==> src/rtl/i2cbm_pkg.sv <==
// i2cbm_pkg: beat types and command codes for the i2c byte master core
// no dependencies; imported by i2cbm_seq and i2c_byte_master_core
package i2cbm_pkg;

    localparam logic [1:0] FUNC_TICK  = 2'd0;
    localparam logic [1:0] FUNC_WRITE = 2'd1;
    localparam logic [1:0] FUNC_READ  = 2'd2;
    localparam logic [1:0] FUNC_STOP  = 2'd3;

    localparam int unsigned BYTE_BITS = 8;

    typedef struct packed {
        logic [1:0] func;
        logic       with_start;
        logic       restart;
        logic       with_stop;
        logic [7:0] tx_byte;
        logic       nack_out;
        logic       sda_in;
    } in_beat_t;

    typedef struct packed {
        logic       scl_out;
        logic       sda_out;
        logic       busy_res;
        logic       done_res;
        logic [7:0] rx_byte;
        logic       ack_ok;
        logic       cmd_rejected;
    } out_beat_t;

endpackage

==> src/rtl/i2cbm_seq.sv <==
// i2cbm_seq: pin sequencer for start, eight data bits, ack bit and stop
// depends on i2cbm_pkg; advances one delay step per accepted tick beat
module i2cbm_seq
    import i2cbm_pkg::*;
(
    input  logic      aclk,
    input  logic      aresetn,
    input  logic      step,
    input  in_beat_t  beat,
    output out_beat_t result
);

    typedef enum logic [4:0] {
        PH_IDLE, PH_SR1, PH_SR2, PH_S1, PH_WSET0, PH_WSET, PH_WHI,
        PH_AREL, PH_AHI, PH_ASMP, PH_RSET0, PH_RHI, PH_RSMP,
        PH_NHI, PH_NEND, PH_P0, PH_PHI, PH_PREL
    } phase_t;

    localparam int unsigned PEND_STOP = 0;
    localparam int unsigned PEND_READ = 1;
    localparam int unsigned PEND_NACK = 2;
    localparam logic [3:0]  LAST_BIT  = 4'(BYTE_BITS);

    phase_t     phase_reg, phase_next;
    logic [3:0] bit_count_reg, bit_count_next;
    logic [7:0] shift_reg, shift_next;
    logic [2:0] pending_reg, pending_next;
    logic       scl_reg, scl_next;
    logic       sda_reg, sda_next;
    logic       ack_reg, ack_next;
    logic       done;
    logic       rejected;
    logic [3:0] count_inc;

    assign count_inc = bit_count_reg + 4'd1;

    always_comb begin
        phase_next     = phase_reg;
        bit_count_next = bit_count_reg;
        shift_next     = shift_reg;
        pending_next   = pending_reg;
        scl_next       = scl_reg;
        sda_next       = sda_reg;
        ack_next       = ack_reg;
        done           = 1'b0;
        rejected       = 1'b0;
        if (step) begin
            if (beat.func != FUNC_TICK) begin
                if (phase_reg != PH_IDLE) begin
                    rejected = 1'b1;
                end else begin
                    case (beat.func)
                        FUNC_WRITE: begin
                            pending_next   = {2'b00, beat.with_stop};
                            shift_next     = beat.tx_byte;
                            bit_count_next = '0;
                            ack_next       = 1'b0;
                            if (beat.with_start) begin
                                phase_next = beat.restart ? PH_SR1 : PH_S1;
                            end else begin
                                phase_next = PH_WSET0;
                            end
                        end
                        FUNC_READ: begin
                            pending_next   = {beat.nack_out, 1'b1, beat.with_stop};
                            shift_next     = '0;
                            bit_count_next = '0;
                            ack_next       = 1'b0;
                            phase_next     = PH_RSET0;
                        end
                        default: begin
                            pending_next = '0;
                            ack_next     = 1'b0;
                            phase_next   = PH_P0;
                        end
                    endcase
                end
            end else begin
                case (phase_reg)
                    PH_SR1: begin
                        sda_next   = 1'b1;
                        phase_next = PH_SR2;
                    end
                    PH_SR2: begin
                        scl_next   = 1'b1;
                        sda_next   = 1'b0;
                        phase_next = PH_WSET;
                    end
                    PH_S1: begin
                        sda_next   = 1'b0;
                        phase_next = PH_WSET;
                    end
                    PH_WSET0: begin
                        sda_next   = shift_reg[7];
                        phase_next = PH_WHI;
                    end
                    PH_WSET: begin
                        scl_next   = 1'b0;
                        sda_next   = shift_reg[7];
                        phase_next = PH_WHI;
                    end
                    PH_WHI: begin
                        scl_next       = 1'b1;
                        shift_next     = {shift_reg[6:0], 1'b0};
                        bit_count_next = count_inc;
                        phase_next     = (count_inc >= LAST_BIT) ? PH_AREL : PH_WSET;
                    end
                    PH_AREL: begin
                        scl_next   = 1'b0;
                        sda_next   = 1'b1;
                        phase_next = PH_AHI;
                    end
                    PH_AHI: begin
                        scl_next   = 1'b1;
                        phase_next = PH_ASMP;
                    end
                    PH_ASMP: begin
                        ack_next = ~beat.sda_in;
                        scl_next = 1'b0;
                        if (pending_reg[PEND_STOP]) begin
                            sda_next   = 1'b0;
                            phase_next = PH_PHI;
                        end else begin
                            phase_next = PH_IDLE;
                            done       = 1'b1;
                        end
                    end
                    PH_RSET0: begin
                        sda_next   = 1'b1;
                        phase_next = PH_RHI;
                    end
                    PH_RHI: begin
                        scl_next   = 1'b1;
                        phase_next = PH_RSMP;
                    end
                    PH_RSMP: begin
                        shift_next     = {shift_reg[6:0], beat.sda_in};
                        scl_next       = 1'b0;
                        bit_count_next = count_inc;
                        if (count_inc >= LAST_BIT) begin
                            sda_next   = pending_reg[PEND_NACK];
                            phase_next = PH_NHI;
                        end else begin
                            sda_next   = 1'b1;
                            phase_next = PH_RHI;
                        end
                    end
                    PH_NHI: begin
                        scl_next   = 1'b1;
                        phase_next = PH_NEND;
                    end
                    PH_NEND: begin
                        scl_next = 1'b0;
                        if (pending_reg[PEND_STOP]) begin
                            sda_next   = 1'b0;
                            phase_next = PH_PHI;
                        end else begin
                            phase_next = PH_IDLE;
                            done       = 1'b1;
                        end
                    end
                    PH_P0: begin
                        sda_next   = 1'b0;
                        phase_next = PH_PHI;
                    end
                    PH_PHI: begin
                        scl_next   = 1'b1;
                        phase_next = PH_PREL;
                    end
                    PH_PREL: begin
                        sda_next   = 1'b1;
                        phase_next = PH_IDLE;
                        done       = 1'b1;
                    end
                    default: begin
                        phase_next = PH_IDLE;
                    end
                endcase
            end
        end
    end

    always_comb begin
        result.scl_out      = scl_next;
        result.sda_out      = sda_next;
        result.busy_res     = (phase_next != PH_IDLE);
        result.done_res     = done;
        result.rx_byte      = (done && pending_next[PEND_READ]) ? shift_next : 8'h00;
        result.ack_ok       = done && !pending_next[PEND_READ] && ack_next;
        result.cmd_rejected = rejected;
    end

    always_ff @(posedge aclk) begin
        if (!aresetn) begin
            phase_reg     <= PH_IDLE;
            bit_count_reg <= '0;
            shift_reg     <= '0;
            pending_reg   <= '0;
            scl_reg       <= 1'b1;
            sda_reg       <= 1'b1;
            ack_reg       <= 1'b0;
        end else begin
            phase_reg     <= phase_next;
            bit_count_reg <= bit_count_next;
            shift_reg     <= shift_next;
            pending_reg   <= pending_next;
            scl_reg       <= scl_next;
            sda_reg       <= sda_next;
            ack_reg       <= ack_next;
        end
    end

    // a rejected command must leave the sequence untouched
    assert property (@(posedge aclk) disable iff (!aresetn)
        (step && result.cmd_rejected) |=> $stable(phase_reg) && $stable(bit_count_reg))
        else $error("rejected command disturbed the sequencer");

    assert property (@(posedge aclk) disable iff (!aresetn)
        (step && result.done_res) |=> (phase_reg == PH_IDLE))
        else $error("sequencer not idle after done");

    assert property (@(posedge aclk) disable iff (!aresetn)
        (step && beat.func == FUNC_READ && phase_reg == PH_IDLE)
        |=> (phase_reg == PH_RSET0) && (bit_count_reg == 4'd0) && pending_reg[PEND_READ])
        else $error("read command not loaded");

endmodule

==> src/rtl/i2c_byte_master_core.sv <==
// i2c_byte_master_core: top level, sequencer plus output register and skid stage
// depends on i2cbm_pkg and i2cbm_seq
//
// Usage: every beat on the s_ channel is either a command (write byte, read
// byte, stop only) or a tick that advances the SCL/SDA pin sequence by one
// delay step. Commands only load the sequencer while it is idle; a command
// that arrives while busy comes back with cmd_rejected set. Each accepted
// beat produces exactly one beat on the m_ channel carrying the pin levels,
// busy, done and, with done, the received byte or the slave acknowledge.
// A beat's result is registered in the output stage, or in the skid stage if
// the receiver stalls. Throughput: one beat per cycle while s_ready is high;
// the sequencer step is a single pass of logic from the input beat and the
// state registers to the result register. The skid stage lets one more beat
// in while m_ stalls; s_ready drops only when both stages hold a result.
// Reset (aresetn low, synchronous): sequencer idle with SCL and SDA released,
// both result stages empty.
module i2c_byte_master_core
    import i2cbm_pkg::*;
(
    input  logic      aclk,
    input  logic      aresetn,
    input  logic      s_valid,
    output logic      s_ready,
    input  in_beat_t  s_data,
    output logic      m_valid,
    input  logic      m_ready,
    output out_beat_t m_data
);

    out_beat_t step_result;
    out_beat_t out_reg;
    out_beat_t skid_reg;
    logic      out_valid_reg;
    logic      skid_valid_reg;
    logic      accept;
    logic      pop;

    assign s_ready = !skid_valid_reg;
    assign accept  = s_valid && s_ready;
    assign pop     = out_valid_reg && m_ready;
    assign m_valid = out_valid_reg;
    assign m_data  = out_reg;

    i2cbm_seq u_seq (
        .aclk    (aclk),
        .aresetn (aresetn),
        .step    (accept),
        .beat    (s_data),
        .result  (step_result)
    );

    always_ff @(posedge aclk) begin
        if (!aresetn) begin
            out_valid_reg  <= 1'b0;
            skid_valid_reg <= 1'b0;
        end else if (!out_valid_reg || pop) begin
            if (skid_valid_reg) begin
                out_valid_reg  <= 1'b1;
                skid_valid_reg <= 1'b0;
            end else begin
                out_valid_reg <= accept;
            end
        end else if (accept) begin
            skid_valid_reg <= 1'b1;
        end
    end

    // payload stages, no reset needed
    always_ff @(posedge aclk) begin
        if (!out_valid_reg || pop) begin
            if (skid_valid_reg) begin
                out_reg <= skid_reg;
            end else if (accept) begin
                out_reg <= step_result;
            end
        end else if (accept) begin
            skid_reg <= step_result;
        end
    end

    assert property (@(posedge aclk) disable iff (!aresetn)
        skid_valid_reg |-> out_valid_reg)
        else $error("skid stage full with output stage empty");

    assert property (@(posedge aclk) disable iff (!aresetn)
        (accept && out_valid_reg && !m_ready) |=> skid_valid_reg && !s_ready)
        else $error("stalled beat not parked in skid stage");

    assert property (@(posedge aclk) disable iff (!aresetn)
        (skid_valid_reg && pop) |=> out_valid_reg && !skid_valid_reg)
        else $error("skid beat not moved to output stage");

endmodule
==> config.mk <==
export PLATFORM = sky130hd
export DESIGN_NAME = i2c_byte_master_core
export DESIGN_NICKNAME = d
export VERILOG_FILES = /design/src/rtl/i2cbm_pkg.sv /design/src/rtl/i2cbm_seq.sv /design/src/rtl/i2c_byte_master_core.sv
export SDC_FILE = /design/constraint.sdc
export NUM_CORES = 1
export LEC_CHECK = 0
export BUFFER_PORTS_ARGS = -buffer_cell sky130_fd_sc_hd__buf_4
export CORE_UTILIZATION = 60
export DETAILED_ROUTE_END_ITERATION = 10
export PLACE_DENSITY = 0.79
export SYNTH_ARGS = -nofsm -noshare
export SYNTH_HDL_FRONTEND = slang
export SYNTH_HIERARCHICAL = 1
export SYNTH_SLANG_ARGS = --single-unit
==> constraint.sdc <==
create_clock -name aclk -period 7.31 [get_ports aclk]
set_input_delay 0.3655 -clock aclk [delete_from_list [all_inputs] [get_ports aclk]]
set_output_delay 0.3655 -clock aclk [all_outputs]
set_load 0.01 [all_outputs]
==> impl_metrics.json <==
{
  "p_total_uw": 635,
  "cts_hold_buf": 0,
  "core_area_um2": 4470,
  "slew_headroom_pct": 26.0,
  "multi_input_area_um2": 1360,
  "min_period_ps": 3270,
  "ys_ff_latch": 53,
  "max_clock_freq_mhz": 306,
  "worstSetupStartpointType": "flip-flop",
  "grt_overflow": 0,
  "row_count": 24,
  "cts_resized": 0,
  "drt_iter0_drc": 215,
  "async_flop_share_pct": 0,
  "setup_viol": 0,
  "ys_seq_area_share_pct": 46.9,
  "grt_pass1_vias": 2071,
  "cts_tree": "built",
  "cts-root-buf": "clkbuf_8",
  "synth.avg_cell_area_um2": 10.2,
  "cts_sinks": 53,
  "cts_buffer_depth": 2,
  "grt_max_degree": 29,
  "drv_slew": 0,
  "antenna_found_initial": 0,
  "port_buffers": 34,
  "cts_setup_buffers": 0,
  "place.gp.congestion": 0.876,
  "crit_chain": "nor2b_1 -> nand2_1 -> nor4_1 -> and2_1 -> a221oi_1 -> nor2_1 -> mux2_2",
  "ys_warn_count": 6,
  "grt_pass1_wl_um": 10100,
  "ff_latch_area_um2": 1340,
  "via_per_inst": 6.35,
  "powerDensity_nw_per_um2": 202,
  "fin_worst_skew_ps": 8.10,
  "worstHoldEndpoint": "u_seq/scl_reg",
  "tightest_slew_ps": 1110,
  "hpwl_um": 4320,
  "cts-buffers-inserted": 5,
  "r2r_end": "m_data[3]",
  "hold_path_startpoint": "aresetn",
  "ant_nets": 0,
  "hold_viol": 0,
  "die_area_um2": 5050,
  "min_period_over_period_pct": 44.7,
  "worstHoldPathType": "primary input to flip-flop",
  "cp_max_fo": 19,
  "final_nets": 325,
  "rsz0062_at_grt": "false",
  "crit_path_end_kind": "flip-flop",
  "utilization_pct": 70.4,
  "cpPeakStageDelay_ps": 910,
  "die_h_um": 71.0,
  "final.setup.tns_ps": 0,
  "synth_ff_type": "edfxtp_1",
  "cts_max_level": 2,
  "die_w_um": 71.0,
  "start_util_pct": 63.9,
  "clk_latency_ps": 310,
  "hold_path_depth": 2,
  "vias": 2242,
  "ir_worst_vdd_mv": 0.118,
  "worstPathArrival_ps": 3450,
  "critPathRequiredTime_ps": 7490,
  "routed_wirelength_um": 6110,
  "reg2reg_slack_ps": 4040,
  "nFillCells": 356,
  "ys_types": 59,
  "drive_gt1_share_pct": 21.6,
  "status": "completed",
  "syn_area_um2": 2860,
  "drc": 0,
  "reg2regPathDepth": 7,
  "synth_edf_count": 28,
  "syn-num-nets": 306,
  "worstSetupPathType": "flip-flop to flip-flop",
  "worst_path_max_delay_cell": "nor4_1",
  "syn_inst": 281,
  "first_pass_iters": 7,
  "path_clk_slew_ps": 100,
  "grtUsageTotal_pct": 26.2,
  "area_growth_pct": 10.1,
  "io_pins": 35,
  "rr_startpoint": "skid_valid_reg",
  "wire_per_inst_um": 17.3,
  "power.leakage_uw": 0.00111,
  "maxCapViolations": 0,
  "n_antenna_cell": 0
}
-- where the power goes --
group          internal (uW)  switching (uW)
registers                328            21.9
clock network           69.3             100
logic                   50.6            65.5
-- routing by layer --
| layer | GRT usage, % | part of all wire [%] | up-vias |
|---|---|---|---|
| met5 | 0 | 0 | - |
| met4 | 8.67 | 1.8 | 0 |
| met3 | 5.41 | 5.6 | 9 |
| met2 | 41.6 | 48 | 83 |
| met1 | 36.3 | 45 | 1078 |
| li1 | - | - | 1072 |
-- cells in the mapped netlist (7+ instances only) --
master    count  area share, %
nor2_1       32            4.2
edfxtp_1     28             29
dfxtp_1      25             17
nand2_1      16            2.1
a21oi_1      12            2.1
and2_1       11            2.4
clkbuf_1     10            1.3
nand3_1      10            1.7
mux2_2        9            3.5
inv_1         8            1.0
a221oi_1      7            2.1
o21ai_0       7            1.2
-- cell families after synthesis --
kind of cell	count (synthesis)	share of synthesized area (%)
compound gates	53	13.6
xor+xnor	6	1.84
fa+ha+maj	6	2.62
buf+inv	31	5.69
flops	53	46.9
mux	17	7.22
simple gates	115	22.1
-- worst max path at each step --
stage          slack [ps]  cells past startpoint         end           start
2_1_floorplan        4960                      9  m_data[12]  skid_valid_reg
3_3_place_gp         4250                      7   m_data[6]  skid_valid_reg
3_5_place_dp         4080                      7   m_data[3]  skid_valid_reg
4_1_cts              4060                      7   m_data[3]  skid_valid_reg
5_1_grt              3660                      7   m_data[6]  skid_valid_reg
6_report             4040                      7   m_data[3]  skid_valid_reg
-- area by class of cell --
| class | count | area share [%] |
|---|---|---|
| multi-input cells | 197 | 43.2 |
| inverters | 9 | 1.07 |
| repair buffers | 34 | 8.10 |
| clock inverters | 3 | 0.794 |
| flip-flops and latches | 53 | 42.6 |
| clock buffers | 5 | 2.18 |
| well taps | 52 | 2.07 |
-- worst max-delay path, delay by kind of cell (launching register included) --
kind	cells	cell delay, ps
AO/OA/AOI/OAI	1	60
flip-flops	1	610
multiplexers	1	180
AND/OR/NAND/NOR	5	2270
-- placed cells by master (no fill, tap or decap), types with 4 or more instances in the layout --
cell,Yosys,final
nor4b_1,4,4
o21ai_0,7,7
nor2_1,32,32
nor3_1,6,6
clkbuf_8,0,5
mux2_2,9,9
a221oi_1,7,7
nor4_1,4,4
nand3_1,10,10
nand2b_1,5,5
mux2_4,5,5
buf_4,5,34
inv_1,8,8
ha_1,6,6
nand2_1,16,16
and2_1,11,11
nand3b_1,4,4
nor2b_1,6,6
edfxtp_1,28,28
dfxtp_1,25,25
a21oi_1,12,12
-- through the flow --
step                cells  hold slack [ps]  area (um2)  setup WS, ps
floorplan             281              429        2860          4960
global placement      345              465        3060          4250
detailed placement    345              473        3060          4080
CTS                   353              275        3150          4060
global route          353              290        3150          3660
finish                353              280        3150          4040
(Power assumes the default switching activity.)
